File: src/c2e_pkg.sv
`timescale 1ns / 1ps
// Shared types, widths and constants for the cube-face to equirectangular address block.
// No dependencies.
package c2e_pkg;

   localparam int MAX_EDGE_LEN   = 4096;
   localparam int MAX_SRC_WIDTH  = 8192;
   localparam int MAX_SRC_HEIGHT = 4096;

   localparam int FACE_W      = 3;
   localparam int COORD_W     = 12;
   localparam int FS_W        = 13;
   localparam int SW_W        = 14;
   localparam int SH_W        = 13;
   localparam int SRC_COL_W   = 13;
   localparam int SRC_ROW_W   = 12;
   localparam int SRC_IDX_W   = 25;
   localparam int Q_W         = 18;
   localparam int SQ_W        = 36;
   localparam int ROOT_W      = 18;
   localparam int CORDIC_IN_W = 19;
   localparam int CORDIC_W    = 22;
   localparam int ANG_W       = 22;
   localparam int FRAC_W      = 17;
   localparam int CSR_ADDR_W  = 4;
   localparam int CSR_DATA_W  = 32;

   localparam int DIV_STEPS    = 18;
   localparam int SQRT_STEPS   = 18;
   localparam int CORDIC_STEPS = 16;

   localparam logic [Q_W-1:0]        Q_ONE_U    = 18'd65536;
   localparam logic [Q_W-1:0]        Q_SAT_U    = 18'd196607;
   localparam logic signed [Q_W-1:0] Q_ONE      = 18'sd65536;
   localparam logic signed [ANG_W-1:0] HALF_TURN = 22'sd524288;
   localparam logic [FRAC_W-1:0]     FRAC_ONE   = 17'd65536;

   localparam logic signed [ANG_W-1:0] ATAN_TURNS [CORDIC_STEPS] = '{
      22'sd131072, 22'sd77376, 22'sd40884, 22'sd20753,
      22'sd10417,  22'sd5213,  22'sd2607,  22'sd1304,
      22'sd652,    22'sd326,   22'sd163,   22'sd81,
      22'sd41,     22'sd20,    22'sd10,    22'sd5
   };

   typedef enum logic [FACE_W-1:0] {
      FACE_POS_X = 3'd0,
      FACE_NEG_X = 3'd1,
      FACE_POS_Y = 3'd2,
      FACE_NEG_Y = 3'd3,
      FACE_POS_Z = 3'd4,
      FACE_NEG_Z = 3'd5
   } face_type;

   typedef enum logic [1:0] {
      REG_EDGE_LEN   = 2'd0,
      REG_SRC_WIDTH  = 2'd1,
      REG_SRC_HEIGHT = 2'd2
   } reg_index_type;

endpackage

File: src/c2e_div.sv
`timescale 1ns / 1ps
// Pipelined restoring divider: face coordinate ((2c+1)<<16)/edge length - 1.0 in Q2.16.
// One quotient bit per stage, saturated output. Depends on c2e_pkg.
module c2e_div (
   input  logic                               clock,
   input  logic                               en,
   input  logic [c2e_pkg::COORD_W-1:0]        coord,
   input  logic [c2e_pkg::FS_W-1:0]           divisor,
   output logic signed [c2e_pkg::Q_W-1:0]     q_out
);

   localparam int STEPS = c2e_pkg::DIV_STEPS;
   localparam int RW    = c2e_pkg::FS_W;

   logic [RW-1:0]    rem_ff  [STEPS];
   logic [STEPS-1:0] quo_ff  [STEPS];
   logic             ovf_ff  [STEPS];
   logic [RW-1:0]    rem_in  [STEPS];
   logic [STEPS-1:0] quo_in  [STEPS];
   logic             ovf_in  [STEPS];
   logic [RW-1:0]    rem_prv [STEPS];
   logic [STEPS-1:0] quo_prv [STEPS];
   logic             bit_prv [STEPS];

   logic [RW-1:0] num_hi;
   logic [c2e_pkg::Q_W-1:0] q_sat;

   assign num_hi = RW'(coord[c2e_pkg::COORD_W-1:1]);

   genvar k;
   generate
      for (k = 0; k < STEPS; k++) begin : g_step
         if (k == 0) begin : g_first
            assign rem_prv[k] = num_hi;
            assign quo_prv[k] = '0;
            assign bit_prv[k] = coord[0];
            assign ovf_in[k]  = (num_hi >= divisor);
         end else begin : g_rest
            assign rem_prv[k] = rem_ff[k-1];
            assign quo_prv[k] = quo_ff[k-1];
            assign bit_prv[k] = (k == 1);
            assign ovf_in[k]  = ovf_ff[k-1];
         end

         always_comb begin
            logic [RW:0] trial;
            logic        ge;
            trial = {rem_prv[k], bit_prv[k]};
            ge = (trial >= {1'b0, divisor});
            rem_in[k] = ge ? RW'(trial - {1'b0, divisor}) : RW'(trial);
            quo_in[k] = {quo_prv[k][STEPS-2:0], ge};
         end

         always_ff @(posedge clock) begin
            if (en) begin
               rem_ff[k] <= rem_in[k];
               quo_ff[k] <= quo_in[k];
               ovf_ff[k] <= ovf_in[k];
            end
         end
      end
   endgenerate

   always_comb begin
      if (ovf_ff[STEPS-1] || quo_ff[STEPS-1] > c2e_pkg::Q_SAT_U) begin
         q_sat = c2e_pkg::Q_SAT_U;
      end else begin
         q_sat = quo_ff[STEPS-1];
      end
      q_out = signed'(q_sat - c2e_pkg::Q_ONE_U);
   end

endmodule

File: config.mk
export PLATFORM = sky130hd
export DESIGN_NAME = c2e_div
export DESIGN_NICKNAME = d
export VERILOG_FILES = /design/src/c2e_pkg.sv /design/src/c2e_div.sv
export SDC_FILE = /design/constraint.sdc
export NUM_CORES = 1
export LEC_CHECK = 0
export ABC_CLOCK_PERIOD_IN_PS = 10250
export BUFFER_PORTS_ARGS = -buffer_cell sky130_fd_sc_hd__buf_2
export CELL_PAD_IN_SITES_DETAIL_PLACEMENT = 1
export CELL_PAD_IN_SITES_GLOBAL_PLACEMENT = 1
export CORE_MARGIN = 2
export CORE_UTILIZATION = 40
export DETAILED_ROUTE_END_ITERATION = 12
export PLACE_DENSITY = 0.62
export SETUP_SLACK_MARGIN = 0.02
export SYNTH_ARGS = -nofsm -noshare
export SYNTH_HDL_FRONTEND = slang
export SYNTH_SLANG_ARGS = --single-unit
File: constraint.sdc
create_clock -name clock -period 10.25 [get_ports clock]
set_clock_uncertainty 0.05 [all_clocks]
set_input_delay 3.075 -clock clock [delete_from_list [all_inputs] [get_ports clock]]
set_output_delay 3.075 -clock clock [all_outputs]
set_load 0.05 [all_outputs]
### After elaboration in Yosys (flattened, before gate mapping)

Memories as Yosys holds them, arrays and structs flattened.
Index checks and enable logic that the tools add are counted.

| word-level totals | value |
|---|---|
| bits in registers | 0 |
| memory bits (writable) | 576 |
| output and inout bits | 18 |
| logic and storage cells | 64 |
| memories kept | 3 |

| cells by class | value |
|---|---|
| add/sub/neg operators | 19 |
| order comparisons | 20 |
| multiplexer cells | 21 |
| reduce and logical (&&, ||, !) cells | 1 |

Memory list:

| memory | depth | width | rd ports | clocked after memory_dff | write ports | RTL line | text |
|---|---|---|---|---|---|---|---|
| quo_ff | 18 | 18 | 18 | 0 | 18 | c2e_div.sv:16 | `logic [STEPS-1:0] quo_ff [STEPS];` |
| rem_ff | 18 | 13 | 17 | 0 | 18 | c2e_div.sv:15 | `logic [RW-1:0] rem_ff [STEPS];` |
| ovf_ff | 18 | 1 | 18 | 0 | 18 | c2e_div.sv:17 | `logic ovf_ff [STEPS];` |

Operators by type and width:

| operator | count |
|---|---|
| $ge 14x13->1 | 17 |
| $mux 13 | 18 |
| $sub 13x13->13 | 17 |
| $gt 18x18->1 const B | 1 |
| $mux 18 | 1 |
| $sub 18x17->18 const B | 1 |
| $ge 11x13->1 | 1 |
| $ge 12x13->1 | 1 |
| $sub 12x13->13 | 1 |
| $mux 1 | 2 |
| $logic_or 1x1->1 | 1 |

### Depth between registers and ports, before layout

An unclocked memory read counts as a cell.

| depth | value |
|---|---|
| word-level depth | 5 |
| depth in mapped cells | 13 |

### Least setup slack after synthesis

Ideal clock, no wire load.

| timing path | value |
|---|---|
| path type | input to register |
| start point | in divisor[0] (netlist name) |
| end point | mem rem_ff[3][10] (netlist name), data pin |
| arrival | 6.948 ns |
| data required time | 9.940 ns |
| path slack | 2.992 ns |
| stages | 13 |
| path buffers | 4 |
| cells stage by stage | buf_2 -> buf_2 -> inv_1 -> clkbuf_1 -> fa_1 -> a211oi_1 -> o21bai_1 -> a21oi_1 -> o21a_1 -> o41ai_1 -> a41o_1 -> buf_4 -> mux2_2 |

RTL lines:

| item | RTL line | text |
|---|---|---|
| from (decl) | c2e_div.sv:8 | `input logic [c2e_pkg::FS_W-1:0] divisor,` |
| to (decl) | c2e_div.sv:15 |  |

==> flow_metrics.env <==
export IMPL_clock_sinks=410
export IMPL_final_setup_viol_count=0
export IMPL_ir_worst_vdd_mv=0.138
export IMPL_worstHoldPathCells=0
export IMPL_final_net_count=2466
export IMPL_hold_path_class="flip-flop to flip-flop"
export IMPL_cp_arrival_ns=6.91
export IMPL_utilization_pct=44.9
export IMPL_cts_repair_resized=0
export IMPL_synth_edf_count=410
export IMPL_rr_endpoint="rem_ff[10][12]"
export IMPL_cts_tree="done"
export IMPL_routed_wl_mm=59.9
export IMPL_cts_setup_buffers=0
export IMPL_numCtsBuffers=49
export IMPL_report_final_slew_viol_count=0
export IMPL_fill_cells=6631
export IMPL_syn_num_nets=2384
export IMPL_synth_cells=2098
export IMPL_via_per_inst=5.45
export IMPL_synth_top_cells_by_area="edfxtp_1 49%, ha_1 12%, mux2_2 5.1%"
export IMPL_cp_max_fo=29
export IMPL_yosysSeqAreaShare_pct=48.8
export IMPL_crit_family="compound AO/OA/AOI/OAI gates"
export IMPL_grt_max_degree=171
export IMPL_synth_seq_cells=410
export IMPL_gp_congestion=0.799
export IMPL_hold_viol=0
export IMPL_yosys_warnings=0
export IMPL_drive_gt1_share_pct=14.4
export IMPL_critPathKind="input pin to flip-flop"
export IMPL_max_freq_mhz=151
export IMPL_grt_busiest_layer="met2"
export IMPL_rsz0062_at_grt="no"
export IMPL_drcViolationCount=0
export IMPL_track_usage_pct=18.7
export IMPL_synth_cell_types=77
export IMPL_clk_latency_ns=0.61
export IMPL_min_to="quo_ff[9][9]"
export IMPL_slowest_delay_ns=0.83
export IMPL_syn_to_final_growth_pct=11.5
export IMPL_syn_area_per_cell_um2=12.0
export IMPL_path_buf_inv=5
export IMPL_p_leak_nw=10.8
export IMPL_overflow=0
export IMPL_cap_violations=0
export IMPL_tns_ns=0
export IMPL_crit_chain="buf_2 -> buf_4 -> inv_2 -> buf_4 -> fa_1 -> a21o_1 -> a311o_1 -> a21oi_2 -> o31ai_1 -> a41oi_2 -> inv_1 -> mux2_2"
export IMPL_hold_slack_ns=0.338
export IMPL_async_reset_ff_share_pct=0
export IMPL_first_pass_iters=5
export IMPL_hp_start="quo_ff[8][8]"
export IMPL_die_area_mm2=0.0652
export IMPL_drtIter0Drc=797
export IMPL_timing_rr_start="rem_ff[9][0]"
export IMPL_dp_hpwl_mm=40.6
export IMPL_first_global_vias=17900
export IMPL_grt_antenna_before_repair=1
export IMPL_ant_nets=0
export IMPL_critPathCaptureType="flip-flop"
export IMPL_yosys_area_top_type="edfxtp_1"
export IMPL_tightest_slew_ns=1.02
export IMPL_start_kind="input pin"
export IMPL_placed_cells=2975
export IMPL_cts_hold_fix_buffers=0
export IMPL_htree_levels=2
export IMPL_max_slew_margin_pct=31.7
export IMPL_p_total_mw=8.62
export IMPL_synthesis_area_mm2=0.0253
export IMPL_vias=16700
export IMPL_grtUsageMet3_pct=2.29
export IMPL_portBuffers=44
export IMPL_start_util_pct=40.3
export IMPL_grt_pass1_wl_mm=96.0
export IMPL_synth_ff_type="edfxtp_1"
export IMPL_r2r_setup_slack_ns=6.80
export IMPL_die_h_um=255
export IMPL_yosysMostFrequentCell="edfxtp_1"
export IMPL_clk_pin_slew_ns=0.06
export IMPL_rows=92
export IMPL_use_met1_pct=24.2
export IMPL_antenna_diode_count=0
export IMPL_period_needed_ns=6.61
export IMPL_period_share_pct=64.5
export IMPL_wl_per_cell_um=19.5
export IMPL_coreArea_mm2=0.0627
export IMPL_status="complete, no violations"
export IMPL_slowest_stage="a41oi_2"
export IMPL_met2_usage_pct=32.7
export IMPL_crit_required_ns=10.55
export IMPL_clock_path_buffers=3
export IMPL_fp_dieW_um=255
export IMPL_boundaryPins=45
export IMPL_reg2reg_depth=8
export IMPL_crit_top_cell="buf_4"
export IMPL_cts_root_buf="clkbuf_16"
export IMPL_power_density_mw_per_mm2=306
export IMPL_synth_top_area_share_pct=48.8
export IMPL_yosys_top_cells_count="410 x edfxtp_1, 242 x ha_1, 153 x nor2_1"
export IMPL_final_cells=3063
final cells by class:
cell class / count / area (um^2) / area share [%]
clock buffers: 60 / 1290 / 4.58
clock inverters: 28 / 358 / 1.27
inverters: 73 / 274 / 0.973
multi-input cells: 1583 / 12500 / 44.3
flip-flops and latches: 410 / 12300 / 43.7
well taps: 846 / 1060 / 3.76
repair buffers: 63 / 385 / 1.37
sequential cells by signal, indices dropped and copies added (netlist names):
name	flops
quo_ff	171
ovf_ff	18
rem_ff	221
layout by cell type, fill, tap and decap left out, drive strengths merged, types with 12 or more instances in the layout:
| cell type | netlist | layout |
|---|---|---|
| a211oi | 22 | 22 |
| a21o | 53 | 53 |
| a21oi | 159 | 159 |
| a31o | 12 | 12 |
| buf | 20 | 63 |
| clkbuf | 12 | 60 |
| clkinv | 0 | 18 |
| edfxtp | 410 | 410 |
| fa | 17 | 17 |
| ha | 242 | 242 |
| inv | 73 | 73 |
| mux2 | 144 | 144 |
| mux2i | 15 | 15 |
| nand2 | 131 | 131 |
| nand2b | 41 | 41 |
| nand3 | 30 | 30 |
| nand4 | 24 | 24 |
| nor2 | 153 | 153 |
| nor2b | 28 | 28 |
| nor3 | 14 | 14 |
| o21a | 34 | 34 |
| o21ai | 133 | 133 |
| o21bai | 21 | 21 |
| o31a | 12 | 12 |
| o31ai | 13 | 13 |
| xnor2 | 92 | 92 |
| xor2 | 60 | 60 |
power breakdown:
| group | internal, mW | switching, mW |
|---|---|---|
| sequential | 2.61 | 0.316 |
| combinational | 1.82 | 2.08 |
| clock | 1.09 | 0.702 |
metrics by stage:
| stage | instance area, um^2 | worst slack [ns] |
|---|---|---|
| floorplan | 25300 | 2.99 |
| global placement | 26500 | 3.09 |
| detailed placement | 26500 | 3.03 |
| CTS | 28200 | 3.66 |
| global route | 28200 | 3.31 |
| finish | 28200 | 3.64 |
metal layers:
| metal | wire (um) | vias up |
|---|---|---|
| met2 | 29100 | 184 |
| li1 | - | 8149 |
| met3 | 1650 | 90 |
| met5 | 0 | - |
| met4 | 1450 | 0 |
| met1 | 27700 | 8277 |
worst max path at each step:
stage               start            end  slack, ns  cells past startpoint
2_1_floorplan  divisor[0]  rem_ff[3][10]       2.99                     13
5_1_grt        divisor[0]  rem_ff[13][1]       3.31                     11
4_1_cts        divisor[0]  rem_ff[12][8]       3.66                     12
3_3_place_gp   divisor[0]  rem_ff[12][8]       3.09                     12
6_report       divisor[0]  rem_ff[14][8]       3.64                     12
3_5_place_dp   divisor[0]  rem_ff[12][8]       3.03                     12
cell families after synthesis:
| family | count (synthesis) | synth area share, % |
|---|---|---|
| multiplexers | 159 | 7.15 |
| buffers and inverters | 105 | 1.88 |
| AO/OA/AOI/OAI | 546 | 14.9 |
| XOR/XNOR | 152 | 5.27 |
| AND/OR/NAND/NOR | 467 | 8.74 |
| flip-flops | 410 | 48.8 |
| adder cells (fa/ha/maj) | 259 | 13.3 |
No activity file was read; power rests on OpenSTA's default activity.
