--- src/c2e_pkg.sv ---
`timescale 1ns / 1ps
// Shared types, widths and constants for the cube-face to equirectangular address block.
// No dependencies.
package c2e_pkg;

   localparam int MAX_EDGE_LEN   = 4096;
   localparam int MAX_SRC_WIDTH  = 8192;
   localparam int MAX_SRC_HEIGHT = 4096;

   localparam int FACE_W      = 3;
   localparam int COORD_W     = 12;
   localparam int FS_W        = 13;
   localparam int SW_W        = 14;
   localparam int SH_W        = 13;
   localparam int SRC_COL_W   = 13;
   localparam int SRC_ROW_W   = 12;
   localparam int SRC_IDX_W   = 25;
   localparam int Q_W         = 18;
   localparam int SQ_W        = 36;
   localparam int ROOT_W      = 18;
   localparam int CORDIC_IN_W = 19;
   localparam int CORDIC_W    = 22;
   localparam int ANG_W       = 22;
   localparam int FRAC_W      = 17;
   localparam int CSR_ADDR_W  = 4;
   localparam int CSR_DATA_W  = 32;

   localparam int DIV_STEPS    = 18;
   localparam int SQRT_STEPS   = 18;
   localparam int CORDIC_STEPS = 16;

   localparam logic [Q_W-1:0]        Q_ONE_U    = 18'd65536;
   localparam logic [Q_W-1:0]        Q_SAT_U    = 18'd196607;
   localparam logic signed [Q_W-1:0] Q_ONE      = 18'sd65536;
   localparam logic signed [ANG_W-1:0] HALF_TURN = 22'sd524288;
   localparam logic [FRAC_W-1:0]     FRAC_ONE   = 17'd65536;

   localparam logic signed [ANG_W-1:0] ATAN_TURNS [CORDIC_STEPS] = '{
      22'sd131072, 22'sd77376, 22'sd40884, 22'sd20753,
      22'sd10417,  22'sd5213,  22'sd2607,  22'sd1304,
      22'sd652,    22'sd326,   22'sd163,   22'sd81,
      22'sd41,     22'sd20,    22'sd10,    22'sd5
   };

   typedef enum logic [FACE_W-1:0] {
      FACE_POS_X = 3'd0,
      FACE_NEG_X = 3'd1,
      FACE_POS_Y = 3'd2,
      FACE_NEG_Y = 3'd3,
      FACE_POS_Z = 3'd4,
      FACE_NEG_Z = 3'd5
   } face_type;

   typedef enum logic [1:0] {
      REG_EDGE_LEN   = 2'd0,
      REG_SRC_WIDTH  = 2'd1,
      REG_SRC_HEIGHT = 2'd2
   } reg_index_type;

endpackage

--- src/c2e_cordic.sv ---
`timescale 1ns / 1ps
// Pipelined vectoring CORDIC: atan2(num, den) in units of 2^-20 turn.
// Quadrant fold stage, then one micro-rotation per stage. Depends on c2e_pkg.
module c2e_cordic (
   input  logic                                    clock,
   input  logic                                    en,
   input  logic signed [c2e_pkg::CORDIC_IN_W-1:0]  num,
   input  logic signed [c2e_pkg::CORDIC_IN_W-1:0]  den,
   output logic signed [c2e_pkg::ANG_W-1:0]        angle
);

   localparam int STEPS = c2e_pkg::CORDIC_STEPS;
   localparam int W     = c2e_pkg::CORDIC_W;
   localparam int AW    = c2e_pkg::ANG_W;

   logic signed [W-1:0]  num_ff  [STEPS+1];
   logic signed [W-1:0]  den_ff  [STEPS+1];
   logic signed [AW-1:0] ang_ff  [STEPS+1];
   logic                 zero_ff [STEPS+1];

   logic signed [W-1:0]  num_ext, den_ext, num0_in, den0_in;
   logic signed [AW-1:0] ang0_in;

   assign num_ext = W'(num);
   assign den_ext = W'(den);

   always_comb begin
      if (den_ext < 0) begin
         ang0_in = (num_ext >= 0) ? c2e_pkg::HALF_TURN : -c2e_pkg::HALF_TURN;
         num0_in = -num_ext;
         den0_in = -den_ext;
      end else begin
         ang0_in = '0;
         num0_in = num_ext;
         den0_in = den_ext;
      end
   end

   always_ff @(posedge clock) begin
      if (en) begin
         num_ff[0]  <= num0_in;
         den_ff[0]  <= den0_in;
         ang_ff[0]  <= ang0_in;
         zero_ff[0] <= (num_ext == 0) && (den_ext == 0);
      end
   end

   genvar i;
   generate
      for (i = 0; i < STEPS; i++) begin : g_iter
         logic signed [W-1:0]  num_in, den_in;
         logic signed [AW-1:0] ang_in;

         always_comb begin
            if (num_ff[i] >= 0) begin
               den_in = den_ff[i] + (num_ff[i] >>> i);
               num_in = num_ff[i] - (den_ff[i] >>> i);
               ang_in = ang_ff[i] + c2e_pkg::ATAN_TURNS[i];
            end else begin
               den_in = den_ff[i] - (num_ff[i] >>> i);
               num_in = num_ff[i] + (den_ff[i] >>> i);
               ang_in = ang_ff[i] - c2e_pkg::ATAN_TURNS[i];
            end
         end

         always_ff @(posedge clock) begin
            if (en) begin
               num_ff[i+1]  <= num_in;
               den_ff[i+1]  <= den_in;
               ang_ff[i+1]  <= ang_in;
               zero_ff[i+1] <= zero_ff[i];
            end
         end
      end
   endgenerate

   assign angle = zero_ff[STEPS] ? '0 : ang_ff[STEPS];

endmodule

--- config.mk ---
export PLATFORM = sky130hd
export DESIGN_NAME = c2e_cordic
export DESIGN_NICKNAME = d
export VERILOG_FILES = /design/src/c2e_pkg.sv /design/src/c2e_cordic.sv
export SDC_FILE = /design/constraint.sdc
export NUM_CORES = 2
export LEC_CHECK = 0
export BUFFER_PORTS_ARGS = -buffer_cell sky130_fd_sc_hd__buf_2
export CORE_MARGIN = 3
export CORE_UTILIZATION = 46
export CTS_BUF_LIST = sky130_fd_sc_hd__clkbuf_8
export CTS_CLUSTER_SIZE = 25
export DETAILED_ROUTE_END_ITERATION = 8
export GPL_ROUTABILITY_DRIVEN = 0
export PLACE_DENSITY = 0.64
export SYNTH_ARGS = -nofsm -noshare
export SYNTH_HDL_FRONTEND = slang
export SYNTH_SLANG_ARGS = --single-unit
--- constraint.sdc ---
create_clock -name clock -period 10.85 [get_ports clock]
set_input_delay 1.085 -clock clock [delete_from_list [all_inputs] [get_ports clock]]
set_output_delay 1.085 -clock clock [all_outputs]
set_load 0.01 [all_outputs]
* Word level (Yosys, flattened, before mapping)
Memory sizes are Yosys's and may differ from the RTL's.
Cells that the tools add are included.
** Storage, ports and cells
- Register bits :: 0
- RAM bits :: 1139
- Output and inout bits :: 22
- Word-level logic and storage cells :: 177
- Memories kept :: 4
** Operators by class
- Add/sub/neg operators :: 97
- $lt $le $gt $ge :: 18
- Mux-type cells :: 55
- Reduce and logical (&&, ||, !) cells :: 3
** Memories
- ang_ff :: depth 17, width 22, read ports 17, clocked after Yosys merged registers in 0, wr ports 17, RTL line c2e_cordic.sv:18 : logic signed [AW-1:0] ang_ff [STEPS+1];
- den_ff :: depth 17, width 22, read ports 16, clocked after Yosys merged registers in 0, wr ports 17, RTL line c2e_cordic.sv:17 : logic signed [W-1:0] den_ff [STEPS+1];
- num_ff :: depth 17, width 22, read ports 16, clocked after Yosys merged registers in 0, wr ports 17, RTL line c2e_cordic.sv:16 : logic signed [W-1:0] num_ff [STEPS+1];
- zero_ff :: depth 17, width 1, read ports 17, clocked after Yosys merged registers in 0, wr ports 17, RTL line c2e_cordic.sv:19 : logic zero_ff [STEPS+1];
** Operator list (count)
- two-way mux 22 bit :: 53
- >= comparator 22 x 1 -> 1 bit, second input constant :: 16
- logical NOT 32 bit :: 2
- adder 22 x 10 -> 22 bit :: 2
- adder 22 x 11 -> 22 bit :: 2
- adder 22 x 12 -> 22 bit :: 2
- adder 22 x 13 -> 22 bit :: 2
- adder 22 x 14 -> 22 bit :: 2
- adder 22 x 15 -> 22 bit :: 2
- adder 22 x 16 -> 22 bit :: 2
- adder 22 x 17 -> 22 bit :: 2
- adder 22 x 18 -> 22 bit :: 2
- adder 22 x 19 -> 22 bit :: 2
- adder 22 x 20 -> 22 bit :: 2
- adder 22 x 21 -> 22 bit :: 2
- adder 22 x 7 -> 22 bit :: 2
- adder 22 x 8 -> 22 bit :: 2
- adder 22 x 9 -> 22 bit :: 2
- negation 19 -> 22 bit :: 2
- subtractor 22 x 10 -> 22 bit :: 2
- subtractor 22 x 11 -> 22 bit :: 2
- subtractor 22 x 12 -> 22 bit :: 2
- subtractor 22 x 13 -> 22 bit :: 2
- subtractor 22 x 14 -> 22 bit :: 2
- 48 further kinds :: 60

* Longest topological paths before layout
- Depth after elaboration :: 3
- Mapped depth :: 18
- Gate-level depth less buffers :: 18

* Least setup slack after synthesis
No wires, ideal clock.
- Path kind :: register -> register
- Start point :: mem num_ff[0][131] (netlist name)
- End point :: mem den_ff[0][152] (netlist name), data pin
- Arrival :: 3.994 ns
- Required time :: 10.592 ns
- Path slack :: 6.598 ns
- Stages on the path, launching flop included :: 15
- Period minus slack after synthesis :: 4.252 ns
- Path through :: edfxtp_1 > clkbuf_1 > clkbuf_1 > clkbuf_1 > buf_1 > nand2_1 > xnor2_1 > ha_1 > or4_1 > o221a_2 > a221oi_1 > o2111ai_1 > a31o_2 > a21oi_1 > xnor2_1
** RTL lines (RTL line)
- start: declaration :: c2e_cordic.sv:16
- end: declaration :: c2e_cordic.sv:17

==> summary.md <==
| Metric | Value |
|---|---|
| Status | completed |
| Die Area | 172,000 um^2 |
| Number of flops mapped to enable cells by yosys | 964 |
| Final Setup Violations | 0 |
| H-tree level count | 4 |
| CTS sink cnt | 964 |
| Die X | 415 um |
| Top-area cell type share of the netlist area | 0.376 |
| Synth Warn # | 0 |
| Post-DP HPWL | 138 mm |
| NumNets Final | 9,041 |
| Row Count | 149 |
| Biggest area consumer among synthesized cells | edfxtp_1 |
| Peak Freq | 0.217 GHz |
| Clk buf depth | 3 |
| CP required | 11.46 ns |
| Grt total ovfl | 0 |
| Critical Path End Type | register |
| Buffers on Ports | 60 |
| Crit path time final | 4.61 ns |
| Via count | 58,900 |
| Vias per cell | 5.65 |
| Cells on worst reg2reg path | 14 |
| Global Route Usage Sum | 0.203 |
| Synth cell count leaders | edfxtp_1, ha_1, xnor2_1 |
| Post-Route Skew | 0.0497 ns |
| TritonCTS clock tree | built |
| Main flop type after synthesis | edfxtp_1 |
| FFs w/ async S/R, synth | 0 |
| # IOs | 62 |
| WL per Instance | 17.2 um |
| CP max FO | 47 |
| Clk_lat worst skew | 0.89 ns |
| WL final | 179 mm |
| Post-Syn Area | 77,000 um^2 |
| Starting Density | 0.465 |
| Vias in the first global route | 56,400 |
| Synth Instances | 7,887 |
| Seq/Total Area, Yosys | 0.376 |
| Routed Antenna Nets | 0 |
| Top sig layer | met4 |
| Hold buffer count at CTS | 0 |
| Top cells by area, synth | edfxtp_1, ha_1, xnor2_1, a21oi_1, xor2_1 |
| Slew @ Worst Pin | 1.12 ns |
| Library cells used by synthesis | 83 |
| Crit start category | register |
| CTS resizes | 0 |
| Post-CTS setup buffer count | 0 |
| DRC viols | 0 |
| CTS root buf | clkbuf_8 |
| Pre-antenna DRT Iters | 6 |
| Final Max Tran Viols | 0 |
| Critical Path AT | 5.22 ns |
| Max_cap viols | 0 |
| Met3 WL | 7.64 mm |
| Clock transition at the registers of the reported paths | 0.06 ns |
| Layout area overhead | 8.38% |
| Total negative slack | 0 ns |
| Met2 wire len | 86.1 mm |
| Drt initial violations | 4,126 |
| Wl on met1 | 81.0 mm |
| Worst hold path class | reg -> reg |
| Layout cells sized above 1 | 0.0502 |
| Final period util | 0.425 |
| CORE AREA | 166,000 um^2 |
| Number of synthesized register bits | 964 |
| Fill cell count | 15,100 |
| Die Span Y | 415 um |
| Number of buffers created by CTS | 176 |
| RSZ-0062 raised after global routing | no |
| CP Class | reg -> reg |
| Global-route wire length before repair | 291 mm |
| Mean post-synth cell area | 9.77 um^2 |
| Largest net degree at the start of global routing | 188 |
| Initial antenna violation count | 1 |
| Worst hold stages | 0 |
| Final hold viol count | 0 |
| Relative slew slack | 0.254 |
| Count leader, synth | edfxtp_1 |
-- layer usage --
metal,track usage,up-vias
met5,0,-
met4,0.0584,0
met3,0.0270,284
met2,0.348,1212
met1,0.267,28000
li1,-,29400
-- path summary, 6_finish.rpt --
| kind | end | startpoint | slack, ns |
|---|---|---|---|
| setup / recovery | num_ff[0][86]$_DFFE_PP_ | num_ff[0][65]$_DFFE_PP_ | 6.24 |
| hold / removal | zero_ff[0][3]$_DFFE_PP_ | zero_ff[0][2]$_DFFE_PP_ | 0.41 |
| setup reg to reg | num_ff[0][86]$_DFFE_PP_ | num_ff[0][65]$_DFFE_PP_ | 6.24 |
| hold reg to reg | zero_ff[0][3]$_DFFE_PP_ | zero_ff[0][2]$_DFFE_PP_ | 0.41 |
-- critical path: stages (launching register included) --
cell,delay (ns)
edfxtp_1,0.32
buf_4,0.42
clkinv_1,0.67
nor2_1,0.32
xnor2_1,0.14
ha_1,0.28
nor2b_1,0.15
o31a_1,0.29
o2111ai_1,0.28
a21boi_0,0.16
o31a_1,0.31
or4b_1,0.47
a31o_2,0.26
a31oi_1,0.19
xnor2_1,0.08
-- stage by stage --
step / hold WS [ns] / util / instances / area (um^2) / setup WS, ns
after floorplan: 0.400 / - / 7968 / 77300 / 6.60
after global placement: 0.400 / 0.483 / 10100 / 80100 / 6.28
after detailed placement: 0.405 / 0.483 / 10100 / 80100 / 6.26
after CTS: 0.290 / 0.504 / 10400 / 83500 / 6.24
after global routing: 0.331 / 0.504 / 10400 / 83500 / 5.90
final: 0.408 / 0.504 / 10400 / 83500 / 6.24
-- logic make-up after synthesis --
kind of cell | share of synthesized area
XOR/XNOR | 0.128
multiplexers | 0.00197
AO/OA/AOI/OAI | 0.175
adder cells (fa/ha/maj) | 0.152
flip-flops | 0.376
AND/OR/NAND/NOR | 0.139
buffers and inverters | 0.0290
other | 0.0000487
-- registers in the layout (all words and copies together), names as in the netlist --
name and flops:
ang_ff 301, den_ff 315, num_ff 331, zero_ff 17
-- cell usage in the layout, fill, tap and decap left out, types with 22 or more instances in the layout --
| cell | Yosys | final |
|---|---|---|
| a31oi_1 | 48 | 48 |
| o21a_1 | 103 | 103 |
| nor2_1 | 633 | 633 |
| clkinv_2 | 0 | 27 |
| nand3_1 | 120 | 120 |
| inv_1 | 449 | 492 |
| clkbuf_8 | 0 | 177 |
| nor4_1 | 64 | 64 |
| nor3b_1 | 22 | 22 |
| and3_1 | 53 | 53 |
| o21ai_0 | 461 | 461 |
| a21boi_0 | 44 | 44 |
| nor2b_1 | 159 | 159 |
| buf_2 | 0 | 59 |
| fa_1 | 41 | 41 |
| or4_1 | 46 | 46 |
| o2111ai_1 | 25 | 25 |
| buf_4 | 1 | 24 |
| a211oi_1 | 68 | 68 |
| ha_1 | 867 | 867 |
| edfxtp_1 | 964 | 964 |
| o21bai_1 | 88 | 88 |
| o211ai_1 | 43 | 43 |
| or3_1 | 108 | 108 |
| nor3_1 | 209 | 209 |
| o31a_1 | 25 | 25 |
| nand2_1 | 499 | 499 |
| xnor2_1 | 818 | 818 |
| clkinv_1 | 3 | 34 |
| xor2_1 | 306 | 306 |
| or2_2 | 34 | 34 |
| nand4_1 | 47 | 47 |
| and2_1 | 25 | 25 |
| o31ai_1 | 125 | 125 |
| conb_1 | 1 | 82 |
| nand2b_1 | 127 | 127 |
| a21oi_1 | 581 | 581 |
| a21o_1 | 196 | 196 |
| a31o_2 | 28 | 28 |
| o41ai_1 | 42 | 42 |
-- area by class of cell --
class                           instances  area (um^2)  area share
Clock buffer                          177         2440      0.0292
Clock inverter                        134          937      0.0112
Antenna cell                            2         5.00   0.0000599
Sequential cell                       964        28900       0.347
Multi-Input combinational cell       6410        46200       0.553
Timing Repair Buffer                   88          571     0.00683
Tap cell                             2189         2740      0.0328
Inverter                              453         1700      0.0204
Power is not shown: default switching activity piles up to over one toggle a cycle in this logic, so the estimate is an artifact.
