$ cat src/c2e_delay.sv
`timescale 1ns / 1ps
// Enabled shift line that aligns side data with the arithmetic units.
// No dependencies.
module c2e_delay #(
   parameter int WIDTH = 8,
   parameter int DEPTH = 4
) (
   input  logic             clock,
   input  logic             en,
   input  logic [WIDTH-1:0] data_in,
   output logic [WIDTH-1:0] data_out
);

   logic [WIDTH-1:0] tap_ff [DEPTH];

   always_ff @(posedge clock) begin
      if (en) begin
         tap_ff[0] <= data_in;
         for (int k = 1; k < DEPTH; k++) begin
            tap_ff[k] <= tap_ff[k-1];
         end
      end
   end

   assign data_out = tap_ff[DEPTH-1];

endmodule

$ cat config.mk
export PLATFORM = sky130hd
export DESIGN_NAME = c2e_delay
export DESIGN_NICKNAME = d
export VERILOG_FILES = /design/src/c2e_delay.sv
export SDC_FILE = /design/constraint.sdc
export NUM_CORES = 1
export LEC_CHECK = 0
export ABC_AREA = 1
export ABC_CLOCK_PERIOD_IN_PS = 1650
export BUFFER_PORTS_ARGS = -buffer_cell sky130_fd_sc_hd__clkbuf_2
export CORE_AREA = 5 5 59 61
export DETAILED_ROUTE_END_ITERATION = 10
export DIE_AREA = 0 0 64 66
export MAX_ROUTING_LAYER = met4
export PLACE_DENSITY = 0.51
export SKIP_LAST_GASP = 1
export SLEW_MARGIN = 20
export SYNTH_ARGS = -nofsm -noshare
export SYNTH_HDL_FRONTEND = slang
export SYNTH_SLANG_ARGS = --single-unit
$ cat constraint.sdc
create_clock -name clock -period 1.65 [get_ports clock]
set_input_delay 0 -clock clock [delete_from_list [all_inputs] [get_ports clock]]
set_output_delay 0 -clock clock [all_outputs]
set_load 0.02 [all_outputs]
Word-level counts from Yosys, hierarchy flattened
Memories as Yosys holds them, arrays and structs flattened.
Cells that the tools add are included.

word-level totals
  memories kept = 1
  register bits after elaboration = 0
  RAM bits = 32

operators by class
  muxes and demuxes = 2

memories
  name    words  width  rd ports  clocked after memory_dff  write ports  RTL line  RTL
  tap_ff  4      8      4         0                         4            14        logic [WIDTH-1:0] tap_ff [DEPTH];

operator list
  operator  count
  $mux 1    2

Logic depth before layout (Yosys ltp)
Gate-level depths: netlist (run 1).

  word-level depth = 2
  gate-level depth with buffers = 0

Least setup slack after synthesis (run 1)
Ideal clock, no wire load.

  path type = register -> register
  from = memory tap_ff[0][0]
  to = memory tap_ff[1][0], data pin
  setup slack = 1.061 ns
  cell stages (with the launch flop) = 1
  arrival = 0.323 ns
  cells stage by stage = edfxtp_1

RTL lines
  item         RTL line
  from (decl)  14

==> impl_metrics.toml, run 1 <==
[routing]
via_count = 391
viasPerCell = 3.990
drt_iter0_drc = 6
drc_errors = 0
drt-total-wl_um = 980
drtPass1Iterations = 2
wire_per_inst_um = 10.00
ant_nets = 0

[global_route]
met3_usage_pct = 4.932
grt-ovfl-total = 0
gr-usage-met1_pct = 4.736
use_met2_pct = 7.538
grt_max_degree = 33
grt_pass1_vias = 391
grt_pass1_wl_um = 1552
track_usage_pct = 5.267
antenna_found_initial = 0
top_usage_layer = "met2"

[clock_tree]
path_clk_slew_ns = 0.09
postCtsSetupBuffers = 0
clkLatencyLatePin_ns = 0.31
cts_root_buf = "clkbuf_4"
cts-htree-levels = 2
cts_buffers = 5
tritoncts = "done"
clockBufferDepth = 2
cts_sinks = 32

[worst_setup_path]
required_ns = 1.65
cp_top_family = "flip-flops"
crit_type = "reg -> out"
cp_num_buf_inv = 1
setup.worst_path.start_class = "flip-flop"
worst-path-max-fanout = 1
cp-end-kind = "primary output"
cpPeakStageDelay_ns = 0.37
cp.arrival_ns = 0.84
worst_path_max_delay_cell = "edfxtp_1"
worstPathCellList = "clkbuf_2"

[die]
die_h_um = 66
dieWidth_um = 64
design.core.area_um2 = 2928
rows = 20
io_pins = 18
start_util_pct = 32.82
die_area_um2 = 4224

[logic_synthesis]
syn-cell-area_um2 = 960.9
synth_nets = 42
yosysWarnings = 0
yosys.area.top_type_share_pct = 100.0
syn_inst = 32
synthTopCellsByArea = "edfxtp_1 100%"
yosysSeqAreaShare_pct = 100.0
synth.avg_cell_area_um2 = 30.03
ys_ff_latch = 32
synth_cell_type_count = 1
yosysTopAreaCell = "edfxtp_1"

[final_layout]
largest_reg_flops = 32
seq_area_um2 = 960.9
multiInputGateArea_um2 = 0
mostFrequentLayoutCells = "32 x edfxtp_1, 17 x clkbuf_2, 8 x dlygate4sd3_1, 5 x clkbuf_4, 2 x clkinv_1"
diodes = 0
top_register = "tap_ff"
nMultiInputCombCells = 0
final_area_um2 = 1242
layout-drive-gt1-share_pct = 35.38
layout_commonest_cell = "edfxtp_1"
syn2layout_area_growth_pct = 29.30
reg_top3 = "tap_ff (32)"
finalNonFillerCells = 98
fillers = 263
nets = 74

[timing]
fmaxAchievable_mhz = 1189
period_share_pct = 50.97
worstMarginPinSlew_ns = 0.7455
drv_slew = 0
hold_ws_ns = 0.3950
hold_violations = 0
setup_viol = 0
period_minus_slack_ns = 0.8409
grt_setup_unrepaired = "no"
finalSetupTns_ns = 0
skew_ns = 0.005774
relSlewSlack_pct = 50.30

[power]
power_density_nw_per_um2 = 1263
total_leakage_power_uw = 0.0004575
vdd_ir_drop_max_mv = 0.9728

[outcome]
status = "completed"

[flow_run]
cap_violations = 0

[placed_design]
post_dp_cell_area_um2 = 1087
globalplace.congestion = 0.5737
place.port_buffers = 17
dp.cells = 82

[min_path]
hold_path.class = "in -> reg"
[worst paths after layout]
kind | from | endpoint | slack (ns) | cells after the start
setup reg to reg | tap_ff[1][2] | tap_ff[2][2] | 1.02 | 0
hold reg to reg | tap_ff[1][4] | tap_ff[2][4] | 0.42 | 0
hold / removal | data_in[5] | tap_ff[0][5] | 0.39 | 2
setup / recovery | tap_ff[3][0] | data_out[0] | 0.81 | 1
[power by group]
part / internal (µW) / switching [µW] / total (µW)
clock network: 309 / 231 / 540
registers: 957 / 11.1 / 968
logic: 26.4 / 35.5 / 61.9
total: 1290 / 277 / 1570
[area by class of cell]
type | count | share of cell area [%]
Clock inverter | 3 | 3.021
Timing Repair Buffer | 25 | 13.29
Sequential cell | 32 | 77.34
Clock buffer | 5 | 3.021
Tap cell | 33 | 3.323
[cell families (layout without fill, tap and decap cells)]
logic type	count (synthesis)	after routing	synth area share, %
buffers and inverters	0	33	0
flip-flops	32	32	100.0
[metal layers]
layer  part of all wire [%]  vias to the layer above
met3                     13                        2
met5                      0                        -
met4                    1.2                        0
met2                     46                       20
li1                       -                      196
met1                     39                      173
[cells in the mapped netlist]
library cell   n
edfxtp_1      32
[timing repair]
| item | in CTS | in global routing |
|---|---|---|
| hold buffers | 8 | 0 |
| endpoints found under the hold margin | 8 | 0 |
| gates resized for setup | 0 | 0 |
[metrics by stage]
step | power [µW] | worst slack, ns | utilization, %
after global placement | 1033 | 0.7019 | 37.14
final | 1570 | 0.8091 | 42.44
after CTS | 1600 | 0.7683 | 42.44
after global routing | 1642 | 0.7400 | 42.44
after floorplan | 999.1 | 1.061 | -
after detailed placement | 1036 | 0.6739 | 37.14
(Power assumes the default switching activity.)
==> run 2, diff against run 1 <==
--- a/config.mk
+++ b/config.mk
@@ -6,7 +6,7 @@
 export NUM_CORES = 1
 export LEC_CHECK = 0
 export ABC_AREA = 1
-export ABC_CLOCK_PERIOD_IN_PS = 1650
+export ABC_CLOCK_PERIOD_IN_PS = 850
 export BUFFER_PORTS_ARGS = -buffer_cell sky130_fd_sc_hd__clkbuf_2
 export CORE_AREA = 5 5 59 61
 export DETAILED_ROUTE_END_ITERATION = 10
==> constraint.sdc (replaced) <==
create_clock -name clock -period 0.85 [get_ports clock]
set_input_delay 0 -clock clock [delete_from_list [all_inputs] [get_ports clock]]
set_output_delay 0 -clock clock [all_outputs]
set_load 0.02 [all_outputs]
==> run 2 against run 1 <==
  * Sequential power rose by 94%
  * Non-clock buffer count rose by 1
  * First-iteration DRC count fell by 50%
  * Core utilization rose by 0.98 points
  * Critical path type unchanged
  * Final area rose by 2.3%
  * Power rose by 76%
  * Die area did not move
  * Combinational power rose by 140%
  * Via count rose by 1.8%
==> impl_metrics.toml, run 2 (synthesized netlist as in run 1, its figures left out) <==
[final_layout]
mostFrequentLayoutCells = "32 x edfxtp_1, 9 x clkbuf_2, 8 x dlygate4sd3_1, 6 x buf_6, 5 x clkbuf_4"
nets = 75
layout_commonest_cell = "edfxtp_1"
reg_top3 = "tap_ff (32)"
final_area_um2 = 1271
layout-drive-gt1-share_pct = 36.92
diodes = 0
fin_util_pct = 43.42
multiInputGateArea_um2 = 0
top_register = "tap_ff"
nMultiInputCombCells = 0
syn2layout_area_growth_pct = 32.29
finalNonFillerCells = 98
largest_reg_flops = 32

[timing]
period_share_pct = 99.12
relSlewSlack_pct = 88.88
fmaxAchievable_mhz = 1187
drv_slew = 0
period_minus_slack_ns = 0.8426
finalSetupTns_ns = 0
skew_ns = 0.005648
setup_viol = 0
hold_violations = 0
worstMarginPinSlew_ns = 0.1669
grt_setup_unrepaired = "yes"
setup_slack_ns = 0.007442

[power]
p_seq_share_pct = 68.0
vdd_ir_drop_max_mv = 1.020
p_sw_share_pct = 18.97
internal_power_uw = 2240
power_density_nw_per_um2 = 2174
power.switching_uw = 524.4
total_leakage_power_uw = 0.0004656
power_frac_comb_pct = 5.4
power_frac_clock_pct = 26.6

[worst_setup_path]
worstPathCellList = "buf_6"
cp.arrival_ns = 0.84
worst_path_max_delay_cell = "edfxtp_1"
cp_num_buf_inv = 1
cp_top_family = "flip-flops"
setup.worst_path.start_class = "flip-flop"
worst-path-max-fanout = 1
cp-end-kind = "primary output"
required_ns = 0.85
cpPeakStageDelay_ns = 0.39
crit_type = "reg -> out"

[die]
io_pins = 18
dieWidth_um = 64
rows = 20
die_area_um2 = 4224
design.core.area_um2 = 2928
start_util_pct = 32.82
die_h_um = 66

[global_route]
grt_pass1_wl_um = 1731
antenna_found_initial = 0
grt_pass1_vias = 417
grt_max_degree = 33
track_usage_pct = 6.098
grt-ovfl-total = 0

[clock_tree]
tritoncts = "done"
clockBufferDepth = 2
cts_root_buf = "clkbuf_4"
postCtsSetupBuffers = 0
cts_buffers = 5
path_clk_slew_ns = 0.09
cts_sinks = 32
clkLatencyLatePin_ns = 0.31
cts-htree-levels = 2

[placed_design]
dp_worst_setup_slack_ns = 0.2285
place.port_buffers = 17
dp.cells = 83
post_dp_cell_area_um2 = 1107
globalplace.congestion = 0.5807

[outcome]
status = "completed"

[routing]
ant_nets = 0
drt_iter0_drc = 3
viasPerCell = 4.061
wire_per_inst_um = 9.908
via_count = 398
drt-total-wl_um = 971
drtPass1Iterations = 2
drc_errors = 0

[flow_run]
cap_violations = 0

[min_path]
hold_path.class = "in -> reg"
## run 2: changes by cell type in the layout (fill, tap and decap cells not counted), sizes merged
cell / change
buf: +9
clkbuf: -7
bufinv: -1
clkinv: -1
## run 2: final timing paths
kind / from / to / slack (ns) / cells past startpoint
max reg2reg: tap_ff[0][7] / tap_ff[1][7] / 0.23 / 0
min reg2reg: tap_ff[2][4] / tap_ff[3][4] / 0.42 / 0
max: tap_ff[3][5] / data_out[5] / 0.007 / 1
min: en / tap_ff[0][2] / 0.13 / 2
## run 2: power by group through the flow
stage                     clock network (µW)  logic, µW  registers, µW
after global placement                     0        105           1910
after detailed placement                   0        106           1910
after global routing                     857        162           1890
after CTS                                775        134           1880
after floorplan                            0          0           1940
final                                    734        150           1880
## run 2: stage by stage
stage,hold WS (ns),total power (µW)
4_1_cts,0.1249,2787
5_1_grt,0.1139,2912
2_1_floorplan,0.09887,1939
6_report,0.1343,2764
3_3_place_gp,0.1776,2015
3_5_place_dp,0.1786,2020
## run 2: timing repair
action / CTS / global route
pin swaps: 0 / 0
gates resized for setup: 0 / 20
hold buffers: 8 / 0
setup endpoints to repair: 6 / 8
cloned: 0 / 0
endpoints found under the hold margin: 8 / 0
## run 2: cell type report
type | instances | area (µm²)
clock buffers | 6 | 41.29
clock inverters | 1 | 5.005
fillers | 245 | 1657
flip-flops and latches | 32 | 960.9
well taps | 33 | 41.29
repair buffers | 26 | 222.7
## run 2: routing by layer
metal  global-route usage (%)  routed length, µm  vias up
li1                         -                  -      194
met2                    9.296                461       20
met5                        -                  0        -
met3                    6.122                131        3
met4                    3.117                 17        0
met1                    4.535                361      181
==> run 3, diff against run 2 <==
--- a/config.mk
+++ b/config.mk
@@ -13,6 +13,7 @@
 export DIE_AREA = 0 0 64 66
 export MAX_ROUTING_LAYER = met4
 export PLACE_DENSITY = 0.51
+export RECOVER_POWER = 25
 export SKIP_LAST_GASP = 1
 export SLEW_MARGIN = 20
 export SYNTH_ARGS = -nofsm -noshare
==> run 3 against run 2 <==
  * Clock-buffer cell count is the same
  * Via count is the same
  * Sequential cell count is the same
  * Critical endpoint unchanged
  * Critical path depth is the same
  * Wire length grew 0.31%
  * Largest cell class unchanged
  * Sequential power is essentially flat
==> impl_metrics.toml, run 3 (synthesized netlist as in run 1, its figures left out) <==
[outcome]
status = "completed"

[final_layout]
reg_top3 = "tap_ff (32)"
syn2layout_area_growth_pct = 30.73
layout_commonest_cell = "edfxtp_1"
top_register = "tap_ff"
layout-drive-gt1-share_pct = 36.92
nMultiInputCombCells = 0
multiInputGateArea_um2 = 0
fin_util_pct = 42.91
nets = 75
mostFrequentLayoutCells = "32 x edfxtp_1, 10 x clkbuf_2, 8 x dlygate4sd3_1, 6 x buf_6, 5 x clkbuf_4"
diodes = 0
finalNonFillerCells = 98
largest_reg_flops = 32

[timing]
drv_slew = 0
fmaxAchievable_mhz = 1187
hold_violations = 0
relSlewSlack_pct = 50.49
grt_setup_unrepaired = "yes"
period_share_pct = 99.12
skew_ns = 0.005948
worstMarginPinSlew_ns = 0.7426
period_minus_slack_ns = 0.8426
setup_viol = 0

[clock_tree]
cts_buffers = 5
cts-htree-levels = 2
clkLatencyLatePin_ns = 0.31
cts_root_buf = "clkbuf_4"
path_clk_slew_ns = 0.09
tritoncts = "done"
clockBufferDepth = 2
cts_sinks = 32
postCtsSetupBuffers = 0

[die]
die_h_um = 66
design.core.area_um2 = 2928
dieWidth_um = 64
io_pins = 18
die_area_um2 = 4224
rows = 20
start_util_pct = 32.82

[worst_setup_path]
cpPeakStageDelay_ns = 0.39
crit_type = "reg -> out"
required_ns = 0.85
worst-path-max-fanout = 1
cp-end-kind = "primary output"
cp_top_family = "flip-flops"
setup.worst_path.start_class = "flip-flop"
cp_num_buf_inv = 1
cp.arrival_ns = 0.84
worstPathCellList = "buf_6"
worst_path_max_delay_cell = "edfxtp_1"
cp_num_cells = 1
worstRegToRegCells = 0

[power]
power_density_nw_per_um2 = 2195
power.switching_uw = 523.6
p_sw_share_pct = 18.99
power_frac_clock_pct = 26.6
vdd_ir_drop_max_mv = 1.005
total_leakage_power_uw = 0.0004604
p_seq_share_pct = 68.2
power_frac_comb_pct = 5.1
internal_power_uw = 2233

[routing]
dr_wl_met3_um = 131
via_count = 398
drtPass1Iterations = 2
wl_met1_um = 365
viasPerCell = 4.061
drc_errors = 0
drt_iter0_drc = 3
drt-total-wl_um = 974
routed-wl-met2_um = 461
ant_nets = 0
highest_layer = "met4"
wire_per_inst_um = 9.939

[placed_design]
globalplace.congestion = 0.5807
dp.cells = 83
place.port_buffers = 17

[global_route]
grt_max_degree = 33
grt-ovfl-total = 0
grt_pass1_wl_um = 1731
antenna_found_initial = 0
track_usage_pct = 6.098
grt_pass1_vias = 417

[flow_run]
cap_violations = 0

[min_path]
hold_path.class = "in -> reg"
min_path_cells = 2
-- run 3: changes by cell type in the layout (fill, tap and decap cells not counted), sizes merged --
cell	delta
buf	-1
clkbuf	+1
-- run 3: power by group through the flow --
stage                     sequential [µW]  combinational [µW]  clock [µW]
after floorplan                      1940                   0           0
after global placement               1910                 105           0
after detailed placement             1910                 106           0
after CTS                            1880                 134         775
after global routing                 1900                 153         857
final                                1880                 141         735
-- run 3: per-layer routing --
metal	global-route usage [%]	vias to the layer above
met2	9.296	20
met1	4.535	181
li1	-	194
met5	-	-
met4	3.117	0
met3	6.122	3
-- run 3: layout make-up --
type / count / area, µm²
clock buffers: 6 / 41.29
clock inverters: 1 / 5.005
fillers: 247 / 1672
flip-flops and latches: 32 / 960.9
well taps: 33 / 41.29
repair buffers: 26 / 207.7
-- run 3: repair_timing --
action	4_1_cts	5_1_grt
hold endpoints to repair	8	0
endpoints found under the setup margin	6	8
pin swaps	0	0
hold buffers	8	0
resized for setup	0	20
-- run 3: metrics by stage --
step / hold WS [ns] / setup WS (ns) / TNS, ns / power [µW] / area, µm²
global placement: 0.1776 / 0.2358 / 0 / 2015 / 1107
global route: 0.3650 / -0.05911 / -0.3677 / 2905 / 1256
floorplan: 0.09887 / 0.2612 / 0 / 1939 / 960.9
CTS: 0.1249 / -0.02145 / -0.05988 / 2787 / 1234
finish: 0.3942 / 0.007438 / 0 / 2757 / 1256
detailed placement: 0.1786 / 0.2285 / 0 / 2020 / 1107
-- run 3: path summary, 6_finish.rpt --
check / to / slack (ns) / start
hold / removal: tap_ff[0][1] / 0.39 / data_in[1]
setup reg to reg: tap_ff[1][7] / 0.23 / tap_ff[0][7]
setup / recovery: data_out[5] / 0.007 / tap_ff[3][5]
hold reg to reg: tap_ff[3][4] / 0.42 / tap_ff[2][4]
